## config.mk

```make
export PLATFORM = sky130hd
export DESIGN_NAME = nec_ir_frame_decoder
export DESIGN_NICKNAME = d
export VERILOG_FILES = /design/src/sv/nir_pkg.sv /design/src/sv/nir_front.sv /design/src/sv/nir_queue.sv /design/src/sv/nir_back.sv /design/src/sv/nec_ir_frame_decoder.sv
export VERILOG_INCLUDE_DIRS = /design/src /design/src/sv
export SDC_FILE = /design/constraint.sdc
export NUM_CORES = 1
export LEC_CHECK = 0
export BUFFER_PORTS_ARGS = -buffer_cell sky130_fd_sc_hd__buf_2
export CORE_UTILIZATION = 40
export CTS_CLUSTER_DIAMETER = 60
export DETAILED_ROUTE_END_ITERATION = 10
export PLACE_DENSITY_LB_ADDON = 0.25
export SYNTH_ARGS = -nofsm -noshare
export SYNTH_HDL_FRONTEND = slang
export SYNTH_SLANG_ARGS = --single-unit
```

## constraint.sdc

```tcl
create_clock -name aclk -period 8.69 [get_ports aclk]
set_input_delay 2.1725 -clock aclk [delete_from_list [all_inputs] [get_ports aclk]]
set_output_delay 2.1725 -clock aclk [all_outputs]
set_load 0.005 [all_outputs]
```

## src/sv/nec_ir_frame_decoder_assert.svh

```systemverilog
// Assertion macros shared by the NEC infrared decoder modules.
`ifndef NEC_IR_FRAME_DECODER_ASSERT_SVH
`define NEC_IR_FRAME_DECODER_ASSERT_SVH

// Same-cycle implication, checked outside reset.
`define NIR_ASSERT_IMP(lbl, ante, cons, msg) \
    lbl: assert property (@(posedge aclk) disable iff (!aresetn) (ante) |-> (cons)) \
        else $error(msg);

// Next-cycle implication, checked outside reset.
`define NIR_ASSERT_NXT(lbl, ante, cons, msg) \
    lbl: assert property (@(posedge aclk) disable iff (!aresetn) (ante) |=> (cons)) \
        else $error(msg);

`endif

```

## src/sv/nir_pkg.sv

```systemverilog
// Types and constants shared by the NEC infrared frame decoder.
package nir_pkg;

    localparam int TICK_W      = 16;
    localparam int TOL_W       = 15;
    localparam int FRAME_BITS  = 32;
    localparam int BITCNT_W    = 5;
    localparam int PADDR_W     = 5;
    localparam int PDATA_W     = 32;

    typedef enum logic [1:0] {
        PH_IDLE = 2'd0,
        PH_WAIT = 2'd1,
        PH_RECV = 2'd2
    } phase_t;

    typedef enum logic [1:0] {
        EV_NONE   = 2'd0,
        EV_FRAME  = 2'd1,
        EV_REPEAT = 2'd2
    } event_t;

    localparam logic [2:0] REG_LEADER = 3'd0;
    localparam logic [2:0] REG_REPEAT = 3'd1;
    localparam logic [2:0] REG_ZERO   = 3'd2;
    localparam logic [2:0] REG_ONE    = 3'd3;
    localparam logic [2:0] REG_TOL    = 3'd4;

    localparam logic [TICK_W-1:0] LEADER_RST = 16'd12442;
    localparam logic [TICK_W-1:0] REPEAT_RST = 16'd10368;
    localparam logic [TICK_W-1:0] ZERO_RST   = 16'd1032;
    localparam logic [TICK_W-1:0] ONE_RST    = 16'd2074;
    localparam logic [TOL_W-1:0]  TOL_RST    = 15'd500;

    // Timing windows, all in timer ticks.
    typedef struct packed {
        logic [TICK_W-1:0] leader;
        logic [TICK_W-1:0] rpt;
        logic [TICK_W-1:0] zero;
        logic [TICK_W-1:0] one;
        logic [TOL_W-1:0]  tol;
    } cfg_t;

    // Which nominal windows one interval falls into.
    typedef struct packed {
        logic leader;
        logic rpt;
        logic zero;
        logic one;
    } match_t;

endpackage

```

## src/sv/nir_front.sv

```systemverilog
// Front end: takes interval words and classifies them against the timing windows.
module nir_front (
    input  logic                        s_valid,
    output logic                        s_ready,
    input  logic [nir_pkg::TICK_W-1:0]  s_interval,
    input  nir_pkg::cfg_t               cfg,
    input  logic                        q_full,
    output logic                        q_push,
    output nir_pkg::match_t             q_wdata
);
    import nir_pkg::*;

    // Strict window test: nom - tol < iv < nom + tol, done without signs.
    function automatic logic near(input logic [TICK_W-1:0] iv,
                                  input logic [TICK_W-1:0] nom,
                                  input logic [TOL_W-1:0]  tol);
        logic [TICK_W:0] iv_plus;
        logic [TICK_W:0] nom_plus;
        begin
            iv_plus  = {1'b0, iv} + {2'b00, tol};
            nom_plus = {1'b0, nom} + {2'b00, tol};
            near = (iv_plus > {1'b0, nom}) && ({1'b0, iv} < nom_plus);
        end
    endfunction

    assign s_ready = !q_full;
    assign q_push  = s_valid && !q_full;

    always_comb begin
        q_wdata.leader = near(s_interval, cfg.leader, cfg.tol);
        q_wdata.rpt    = near(s_interval, cfg.rpt, cfg.tol);
        q_wdata.zero   = near(s_interval, cfg.zero, cfg.tol);
        q_wdata.one    = near(s_interval, cfg.one, cfg.tol);
    end

endmodule

```

## src/sv/nir_queue.sv

```systemverilog
// Short queue of classified words between the front and back ends.
`include "nec_ir_frame_decoder_assert.svh"
module nir_queue #(
    parameter int DEPTH = 2
) (
    input  logic            aclk,
    input  logic            aresetn,
    input  logic            push,
    input  nir_pkg::match_t wdata,
    output logic            full,
    output logic            not_empty,
    input  logic            pop,
    output nir_pkg::match_t rdata
);
    import nir_pkg::*;

    localparam int PTR_W = (DEPTH > 1) ? $clog2(DEPTH) : 1;
    localparam int CNT_W = $clog2(DEPTH + 1);
    localparam logic [PTR_W-1:0] LAST_PTR = PTR_W'(DEPTH - 1);
    localparam logic [CNT_W-1:0] FULL_CNT = CNT_W'(DEPTH);

    match_t            slot_reg [DEPTH];
    logic [PTR_W-1:0]  wr_ptr_reg, wr_ptr_next;
    logic [PTR_W-1:0]  rd_ptr_reg, rd_ptr_next;
    logic [CNT_W-1:0]  count_reg, count_next;

    assign full      = (count_reg == FULL_CNT);
    assign not_empty = (count_reg != '0);
    assign rdata     = slot_reg[rd_ptr_reg];

    always_comb begin
        wr_ptr_next = wr_ptr_reg;
        rd_ptr_next = rd_ptr_reg;
        count_next  = count_reg;
        if (push) begin
            wr_ptr_next = (wr_ptr_reg == LAST_PTR) ? '0 : wr_ptr_reg + 1'b1;
        end
        if (pop) begin
            rd_ptr_next = (rd_ptr_reg == LAST_PTR) ? '0 : rd_ptr_reg + 1'b1;
        end
        if (push && !pop) begin
            count_next = count_reg + 1'b1;
        end else if (pop && !push) begin
            count_next = count_reg - 1'b1;
        end
    end

    always_ff @(posedge aclk) begin
        if (!aresetn) begin
            wr_ptr_reg <= '0;
            rd_ptr_reg <= '0;
            count_reg  <= '0;
        end else begin
            wr_ptr_reg <= wr_ptr_next;
            rd_ptr_reg <= rd_ptr_next;
            count_reg  <= count_next;
        end
    end

    always_ff @(posedge aclk) begin
        if (push) begin
            slot_reg[wr_ptr_reg] <= wdata;
        end
    end

    `NIR_ASSERT_IMP(a_cnt_bound, 1'b1, count_reg <= FULL_CNT, "queue count over depth")
    `NIR_ASSERT_IMP(a_empty_ptrs, count_reg == '0, rd_ptr_reg == wr_ptr_reg,
                    "empty queue with unequal pointers")

endmodule

```

## src/sv/nir_back.sv

```systemverilog
// Back end: frame state machine, bit shifter, check-byte test and result register.
`include "nec_ir_frame_decoder_assert.svh"
module nir_back (
    input  logic                          aclk,
    input  logic                          aresetn,
    input  logic                          q_not_empty,
    input  nir_pkg::match_t               q_rdata,
    output logic                          q_pop,
    output logic                          m_valid,
    input  logic                          m_ready,
    output logic [1:0]                    m_event_res,
    output logic [7:0]                    m_address,
    output logic [7:0]                    m_command
);
    import nir_pkg::*;

    phase_t                   phase_reg, phase_next;
    logic [BITCNT_W-1:0]      bit_count_reg, bit_count_next;
    logic [FRAME_BITS-1:0]    frame_reg, frame_next;
    logic [7:0]               last_addr_reg, last_addr_next;
    logic [7:0]               last_cmd_reg, last_cmd_next;
    event_t                   ev_next;
    logic                     m_valid_reg;
    logic [1:0]               m_event_reg;
    logic [7:0]               m_address_reg;
    logic [7:0]               m_command_reg;

    logic                     got_bit;
    logic                     last_bit;
    logic                     check_ok;
    logic [FRAME_BITS-1:0]    frame_shifted;

    // A new word is taken whenever the result register is free or being emptied.
    assign q_pop    = q_not_empty && (!m_valid_reg || m_ready);
    assign got_bit  = q_rdata.zero || q_rdata.one;
    assign last_bit = (bit_count_reg == BITCNT_W'(FRAME_BITS - 1));

    always_comb begin
        frame_shifted = frame_reg;
        frame_shifted[bit_count_reg] = !q_rdata.zero;
        check_ok = (frame_shifted[7:0] == ~frame_shifted[15:8]) &&
                   (frame_shifted[23:16] == ~frame_shifted[31:24]);
    end

    always_comb begin
        phase_next = phase_reg;
        if (q_pop) begin
            unique case (phase_reg)
                PH_WAIT: begin
                    if (q_rdata.leader) begin
                        phase_next = PH_RECV;
                    end else if (q_rdata.rpt) begin
                        phase_next = PH_IDLE;
                    end
                end
                PH_RECV: begin
                    if (!got_bit) begin
                        phase_next = PH_WAIT;
                    end else if (last_bit) begin
                        phase_next = PH_IDLE;
                    end
                end
                default: phase_next = PH_WAIT;
            endcase
        end
    end

    always_comb begin
        bit_count_next = bit_count_reg;
        frame_next     = frame_reg;
        last_addr_next = last_addr_reg;
        last_cmd_next  = last_cmd_reg;
        ev_next        = EV_NONE;
        unique case (phase_reg)
            PH_WAIT: begin
                if (q_rdata.leader) begin
                    bit_count_next = '0;
                end else if (q_rdata.rpt) begin
                    ev_next = EV_REPEAT;
                end
            end
            PH_RECV: begin
                if (!got_bit) begin
                    bit_count_next = '0;
                end else begin
                    frame_next = frame_shifted;
                    if (last_bit) begin
                        bit_count_next = '0;
                        if (check_ok) begin
                            last_addr_next = frame_shifted[7:0];
                            last_cmd_next  = frame_shifted[23:16];
                            ev_next        = EV_FRAME;
                        end
                    end else begin
                        bit_count_next = bit_count_reg + 1'b1;
                    end
                end
            end
            default: ev_next = EV_NONE;
        endcase
    end

    always_ff @(posedge aclk) begin
        if (!aresetn) begin
            phase_reg     <= PH_IDLE;
            bit_count_reg <= '0;
            frame_reg     <= '0;
            last_addr_reg <= '0;
            last_cmd_reg  <= '0;
            m_valid_reg   <= 1'b0;
        end else begin
            if (q_pop) begin
                phase_reg     <= phase_next;
                bit_count_reg <= bit_count_next;
                frame_reg     <= frame_next;
                last_addr_reg <= last_addr_next;
                last_cmd_reg  <= last_cmd_next;
                m_valid_reg   <= 1'b1;
            end else if (m_ready) begin
                m_valid_reg   <= 1'b0;
            end
        end
    end

    always_ff @(posedge aclk) begin
        if (q_pop) begin
            m_event_reg   <= ev_next;
            m_address_reg <= last_addr_next;
            m_command_reg <= last_cmd_next;
        end
    end

    assign m_valid     = m_valid_reg;
    assign m_event_res = m_event_reg;
    assign m_address   = m_address_reg;
    assign m_command   = m_command_reg;

    `NIR_ASSERT_IMP(a_cnt_recv, phase_reg != PH_RECV, bit_count_reg == '0,
                    "bit count nonzero outside reception")
    `NIR_ASSERT_NXT(a_bad_bit, q_pop && phase_reg == PH_RECV && !got_bit,
                    phase_reg == PH_WAIT && bit_count_reg == '0,
                    "unmatched bit interval did not return to leader wait")

endmodule

```

## src/sv/nec_ir_frame_decoder.sv

```systemverilog
// Top level of the NEC infrared frame decoder with its configuration registers.
//
//  Channel  Direction  Handshake          Word
//  s_       in         s_valid/s_ready    s_interval (ticks since previous edge)
//  m_       out        m_valid/m_ready    m_event_res, m_address, m_command
//  cfg      in         psel/penable       leader, repeat, zero, one, tolerance
//
// One word is taken per cycle unless the queue is full; each gives exactly one
// result via a queue slot, then the result register of the frame state machine.
// The queue holds QUEUE_DEPTH classified words, so input keeps flowing while
// the result side stalls, until the queue is full.
// Reset is synchronous and active low; it restores the default timing windows.
module nec_ir_frame_decoder #(
    parameter int QUEUE_DEPTH = 2
) (
    input  logic                          aclk,
    input  logic                          aresetn,
    input  logic                          psel,
    input  logic                          penable,
    input  logic                          pwrite,
    input  logic [nir_pkg::PADDR_W-1:0]   paddr,
    input  logic [nir_pkg::PDATA_W-1:0]   pwdata,
    output logic [nir_pkg::PDATA_W-1:0]   prdata,
    output logic                          pready,
    input  logic                          s_valid,
    output logic                          s_ready,
    input  logic [nir_pkg::TICK_W-1:0]    s_interval,
    output logic                          m_valid,
    input  logic                          m_ready,
    output logic [1:0]                    m_event_res,
    output logic [7:0]                    m_address,
    output logic [7:0]                    m_command
);
    import nir_pkg::*;

    cfg_t        cfg_reg;
    logic        wr_en;
    logic [2:0]  reg_sel;
    logic        q_full;
    logic        q_push;
    match_t      q_wdata;
    logic        q_not_empty;
    logic        q_pop;
    match_t      q_rdata;

    assign pready  = 1'b1;
    assign wr_en   = psel && penable && pwrite;
    assign reg_sel = paddr[PADDR_W-1:2];

    always_ff @(posedge aclk) begin
        if (!aresetn) begin
            cfg_reg.leader <= LEADER_RST;
            cfg_reg.rpt    <= REPEAT_RST;
            cfg_reg.zero   <= ZERO_RST;
            cfg_reg.one    <= ONE_RST;
            cfg_reg.tol    <= TOL_RST;
        end else if (wr_en) begin
            unique case (reg_sel)
                REG_LEADER: cfg_reg.leader <= pwdata[TICK_W-1:0];
                REG_REPEAT: cfg_reg.rpt    <= pwdata[TICK_W-1:0];
                REG_ZERO:   cfg_reg.zero   <= pwdata[TICK_W-1:0];
                REG_ONE:    cfg_reg.one    <= pwdata[TICK_W-1:0];
                REG_TOL:    cfg_reg.tol    <= pwdata[TOL_W-1:0];
                default:    ;
            endcase
        end
    end

    always_comb begin
        unique case (reg_sel)
            REG_LEADER: prdata = {{(PDATA_W-TICK_W){1'b0}}, cfg_reg.leader};
            REG_REPEAT: prdata = {{(PDATA_W-TICK_W){1'b0}}, cfg_reg.rpt};
            REG_ZERO:   prdata = {{(PDATA_W-TICK_W){1'b0}}, cfg_reg.zero};
            REG_ONE:    prdata = {{(PDATA_W-TICK_W){1'b0}}, cfg_reg.one};
            REG_TOL:    prdata = {{(PDATA_W-TOL_W){1'b0}}, cfg_reg.tol};
            default:    prdata = '0;
        endcase
    end

    nir_front u_front (
        .s_valid    (s_valid),
        .s_ready    (s_ready),
        .s_interval (s_interval),
        .cfg        (cfg_reg),
        .q_full     (q_full),
        .q_push     (q_push),
        .q_wdata    (q_wdata)
    );

    nir_queue #(
        .DEPTH (QUEUE_DEPTH)
    ) u_queue (
        .aclk      (aclk),
        .aresetn   (aresetn),
        .push      (q_push),
        .wdata     (q_wdata),
        .full      (q_full),
        .not_empty (q_not_empty),
        .pop       (q_pop),
        .rdata     (q_rdata)
    );

    nir_back u_back (
        .aclk        (aclk),
        .aresetn     (aresetn),
        .q_not_empty (q_not_empty),
        .q_rdata     (q_rdata),
        .q_pop       (q_pop),
        .m_valid     (m_valid),
        .m_ready     (m_ready),
        .m_event_res (m_event_res),
        .m_address   (m_address),
        .m_command   (m_command)
    );

endmodule
```

==> metrics, run 1 <==
status=complete, but fails checks; failing checks=DRC; Post-synth EDFFs=26; antenna violations before repair=0; Initial Util=40.9%; setup bufs post-CTS=0; Clk pin slew, worst setup/hold paths=0.07 ns; Worst Setup End Kind=flop; R2R Setup Slk=roughly 3.5 ns; Worst Min Path Start=u_back.last_addr_reg[0]; largest net degree at the start of global routing=118; max_cap viols=0; ys async rst share=0%; routed wire length=47.1 mm; die area=37400 sq um; combinational family with the most area after synthesis=compound AO/OA/AOI/OAI gates; hold path endpoint=u_back.last_addr_reg[0]; Setup-failing EPs final=0; depth of the most critical reg-to-reg path=15; Final HPWL DP=around 35 mm; Non-Filler Instances=2285; commonest non-fill, non-tap cell in the layout=nand2_1; number of synthesized register bits=166; # IOs=113; Initial DRT Pass Iterations=8; die boundary width=193 microns; Leakage=around 6.6 nW; Compound-Gate Fraction of Synth Area=20.6%; CP Data Required Time=8.84 ns; GRT Overall Usage=~25%; mux contribution to synthesized area=6.85%; height of the die=193 microns; VDD IR-drop max=0.141 mV; Adder-Cell Fraction of Synth Area=18.4%; final hold viol count=0; Reg2Reg Launch Point=cfg_reg[1]; Worst path slowest cell=xnor2_1; antenna diode count=0; final worst path period need=6.40 ns; Port Buf Inserts=77; CTS tree=built; most frequent cells in the layout=nand2_1, ha_1, dfxtp_1; CTS root buf=clkbuf_16; core area=35800 sq um; cells after synthesis=1776; DRC Markers=3; vias=13300; WHS Path Cells=2; Worst Path Buf+Inv=2; delay-heaviest family, CP=compound AO/OA/AOI/OAI gates; Worst Tran Pin Value=1.12 ns; max FFs per register=79; CTS sink cnt=approximately 170; Ys Warns=0; first-pass GRT wire length=~74 mm; Crit path arrival time=6.55 ns; hold buffer count at CTS=0; Yosys cell types=79; WS Path Type=in2reg; fraction of layout cells with a size suffix above 1=9.59%; Placed Cells=2253; global placer's final weighted congestion=0.974; CTS Buffer Depth=2; Detail Route Antenna Nets=0; post_cts resized=0; Post-Synth Simple-Gate Area=18.8%; Worst Skew=around 0.010 ns; RSZ-0062 raised after global routing=false; Max-Slew Margin vs Limit=about a quarter; crit share post-route=73.6%; fill count=between 3000 and 4000; Peak Freq=156 MHz; Synth Flop Type=dfxtp_1; min-delay worst type=reg2reg; r2r endpoint=u_queue.slot_reg[0][3]; Synth Area in XOR/XNOR=under 10%; GRT overflow=0; Startpoint Class=input pin; PD cells=137 nW/um^2; Final #Nets=approximately 2100; Layout Area Growth over Synthesis=8.82%; 1st-iter DRT viols=1104; cells along the critical path=buf_2 -> ha_1 -> inv_1 -> fa_1 -> nor2b_1 -> o21a_1 -> o21ai_0 -> a211o_1 -> a311oi_1 -> a21oi_1 -> xnor2_1 -> ha_1 -> a21o_1 -> a21oi_1 -> o2111ai_1 -> o21ai_0 -> a22oi_1; Rows=69; CTS Buf Count=17; Syn Area/Cell=roughly 8.2 sq um; Synth Cell Area=approximately 15000 sq um; register area share after synthesis=between 20% and 30%; wire per inst=20.6 microns; vias per inst=5.81; Crit Path Max Fanout=5; vias in the first global route=roughly 13000; worst skew pair latency=0.44 ns; Critical Path Max Stage Delay=~0.52 ns; max-slew violation count=0; setup TNS=0 ns; number of H-tree levels=4
synth_stat cells, types with 9 or more instances:
cell type | n | share of area [%]
a21boi_0 | 82 | 4.2
a21o_1 | 38 | 1.9
a21oi_1 | 96 | 3.3
a22oi_1 | 17 | 0.87
a31oi_1 | 19 | 0.81
and2_1 | 9 | 0.38
and3_1 | 23 | 0.98
buf_4 | 19 | 0.97
clkbuf_1 | 56 | 1.4
dfxtp_1 | 140 | 19
edfxtp_1 | 26 | 5.3
ha_1 | 207 | 18
inv_1 | 102 | 2.6
mux2_2 | 28 | 2.2
mux2i_1 | 54 | 3.7
nand2_1 | 255 | 6.5
nand2b_1 | 16 | 0.68
nand3_1 | 42 | 1.4
nand4_1 | 19 | 0.81
nor2_1 | 91 | 2.3
nor2b_1 | 32 | 1.4
nor3_1 | 36 | 1.2
nor3b_1 | 9 | 0.46
o211ai_1 | 21 | 1.1
o21a_1 | 12 | 0.62
o21ai_0 | 75 | 2.6
o21bai_1 | 17 | 0.87
o22ai_1 | 18 | 0.77
xnor2_1 | 54 | 3.2
xor2_1 | 33 | 2.0
where the power goes:
part           internal [W]  leakage [nW]  switching, W
sequential         0.000848          1.39     0.0000307
combinational      0.000193          4.95      0.000309
clock              0.000439         0.291      0.000358
total               0.00148          6.63      0.000698
routing by layer:
metal / up-vias / track usage, % / wire [microns]
met1: 6359 / 33.4 / 21300
li1: 6427 / - / -
met2: 392 / 41.3 / 21500
met3: 89 / 3.28 / 2350
met4: 0 / 11.2 / 1940
met5: - / 0 / 0
tightest hold or removal path, stage by stage, from the launching register on:
cell,delay [ns]
dfxtp_1,0.31
nand2_1,0.05
mux2i_1,0.05
how the worst max path moves through the flow:
stage	cells after the start	from	slack, ns	end
global route	17	s_interval[0]	2.15	u_queue.slot_reg[0][3]
floorplan	7	paddr[2]	2.73	prdata[11]
finish	17	s_interval[0]	2.29	u_queue.slot_reg[0][3]
detailed placement	17	s_interval[0]	2.02	u_queue.slot_reg[0][3]
global placement	17	s_interval[0]	2.05	u_queue.slot_reg[0][3]
CTS	17	s_interval[0]	2.48	u_queue.slot_reg[0][3]
logic make-up after synthesis:
kind of cell,count (synthesis)
AOI/OAI and AO/OA,456
adders and majority gates,212
muxes,88
buffers and inverters,189
and+or+nand+nor,576
DFF,166
other,2
xor gates and xnor gates,87
area by class of cell:
cell class                      count  area (sq um)  area share [%]
Timing Repair Buffer               88           470            2.95
Multi-Input combinational cell   1436         10300            64.7
Clock inverter                     14           169            1.06
Inverter                          102           383            2.40
Tap cell                          461           577            3.62
Sequential cell                   166          3580            22.5
Clock buffer                       18           439            2.76
metrics by stage:
stage / util, % / total power [W] / hold WS [ns] / instance area (sq um) / setup slack, ns
floorplan: - / 0.00122 / 0.432 / 14700 / 2.73
global placement: 42.8 / 0.00138 / 0.440 / 15300 / 2.05
detailed placement: 42.8 / 0.00139 / 0.447 / 15300 / 2.02
CTS: 44.5 / 0.00218 / 0.460 / 15900 / 2.48
global route: 44.5 / 0.00228 / 0.476 / 15900 / 2.15
finish: 44.5 / 0.00218 / 0.460 / 15900 / 2.29
(Power assumes the default switching activity.)
==> run 2, diff against run 1 <==
clock period = 6.7 ns   (was 8.69 ns; I/O delays follow)
==> metrics, run 2 (synthesis gave the netlist of run 1 again) <==
Worst Skew=0.0114 ns; Rows=69; RSZ-0062 raised after global routing=false; commonest non-fill, non-tap cell in the layout=nand2_1; worst skew pair latency=0.45 ns; GRT Overall Usage=25.3%; fraction of layout cells with a size suffix above 1=9.54%; failing checks=DRC; Clk pin slew, worst setup/hold paths=0.07 ns; routed wire length=47.5 mm; CTS tree=built; CTS sink cnt=166; most frequent cells in the layout=nand2_1, ha_1, dfxtp_1; crit share post-route=between 80 and 90%; 1st-iter DRT viols=991; # IOs=113; Final #Nets=2083; vias per inst=5.83; Initial Util=40.9%; Peak Freq=between 150 and 200 MHz; Hold WS=approximately 0.46 ns; Detail Route Antenna Nets=0; Worst path slowest cell=xnor2_1; Worst Path Buf+Inv=2; setup bufs post-CTS=0; Critical Path Max Stage Delay=between 0.5 and 0.6 ns; Worst Setup End Kind=flop; die area=37400 sq um; post_cts resized=0; Crit Path Max Fanout=5; Crit. path cell count=17; final hold viol count=0; VDD IR-drop max=about 0.19 mV; max_cap viols=0; depth of the most critical reg-to-reg path=15; WS Path Type=in2reg; vias=13300; delay-heaviest family, CP=compound AO/OA/AOI/OAI gates; final worst path period need=5.59 ns; Worst Tran Pin Value=1.11 ns; register area=3580 sq um; first-pass GRT wire length=73.0 mm; min-delay worst type=reg2reg; hold buffer count at CTS=0; Placed Cells=2253; core area=between 30000 and 40000 sq um; Startpoint Class=input pin; WHS Path Cells=2; CTS Buf Count=17; largest net degree at the start of global routing=98; CTS root buf=clkbuf_16; vias in the first global route=between 10000 and 15000; Non-Filler Instances=between 2000 and 2500; antenna violations before repair=1; die boundary width=193 microns; height of the die=193 microns; Max-Slew Margin vs Limit=25.5%; setup TNS=0 ns; cells along the critical path=buf_2 -> ha_1 -> inv_1 -> fa_1 -> nor2b_1 -> o21a_1 -> o21ai_0 -> a211o_1 -> a311oi_1 -> a21oi_1 -> xnor2_1 -> ha_1 -> a21o_1 -> a21oi_1 -> o2111ai_1 -> o21ai_0 -> a22oi_1; CTS Buffer Depth=2; number of H-tree levels=4; Initial DRT Pass Iterations=8; PD cells=176 nW/um^2; status=complete, but fails checks; Setup-failing EPs final=0; max-slew violation count=0; Layout Area Growth over Synthesis=8.58%; wire per inst=20.8 microns; DRC Markers=6; max FFs per register=79; area of the multi-input gates=slightly above 10000 sq um; CP Data Required Time=6.86 ns; Final HPWL DP=roughly 35 mm; GRT overflow=0; global placer's final weighted congestion=between 0.9 and 1; Port Buf Inserts=77; Crit path arrival time=5.75 ns; fill count=3596; Leakage=about 6.6 nW
[run 2: cell count changes in the layout (fill, tap and decap cells not counted)]
cell	before	now
bufinv_16	2	1
clkbuf_1	0	1
clkbuf_8	1	0
clkinv_4	2	4
clkinv_8	2	0
clkinvlp_4	2	1
diode_2	0	2
inv_8	0	2
[run 2: cell type report]
type | instances | share of cell area [%]
diodes | 2 | 0.0315
clock buffers | 18 | 2.70
clock inverters | 14 | 0.874
inverters | 102 | 2.41
multi-input cells | 1436 | 64.9
flip-flops and latches | 166 | 22.5
well taps | 461 | 3.63
repair buffers | 88 | 2.96
[run 2: report_power, final]
part	switching, W	internal (W)
Combinational	0.000401	0.000250
Clock	0.000482	0.000522
Sequential	0.0000406	0.00110
[run 2: metal layers]
| metal | GRT usage (%) | part of all wire, % | vias up |
|---|---|---|---|
| li1 | - | - | 6425 |
| met1 | 33.0 | 44 | 6389 |
| met4 | 11.4 | 4.2 | 0 |
| met3 | 3.35 | 5.5 | 83 |
| met5 | 0 | 0 | - |
| met2 | 41.5 | 46 | 426 |
[run 2: metrics by stage]
step	power, W	setup slack, ns	cell area, sq um	utilization [%]
floorplan	0.00158	1.73	14700	-
global placement	0.00179	0.773	15300	42.8
detailed placement	0.00181	0.729	15300	42.8
CTS	0.00280	1.19	15900	44.4
global route	0.00291	0.915	15900	44.4
finish	0.00280	1.11	15900	44.4
[run 2: worst paths after layout]
| path | from | endpoint | slack [ns] |
|---|---|---|---|
| setup / recovery | s_interval[0] | u_queue.slot_reg[0][3] | 1.11 |
| hold / removal | u_back.last_addr_reg[6] | u_back.last_addr_reg[6] | 0.46 |
| setup reg to reg | cfg_reg[0] | u_queue.slot_reg[0][3] | 1.58 |
| hold reg to reg | u_back.last_addr_reg[6] | u_back.last_addr_reg[6] | 0.46 |
[run 2: tightest hold or removal path: stages, from the launching register on]
cell and delay (ns):
dfxtp_1 0.32, nand2_1 0.05, mux2i_1 0.05
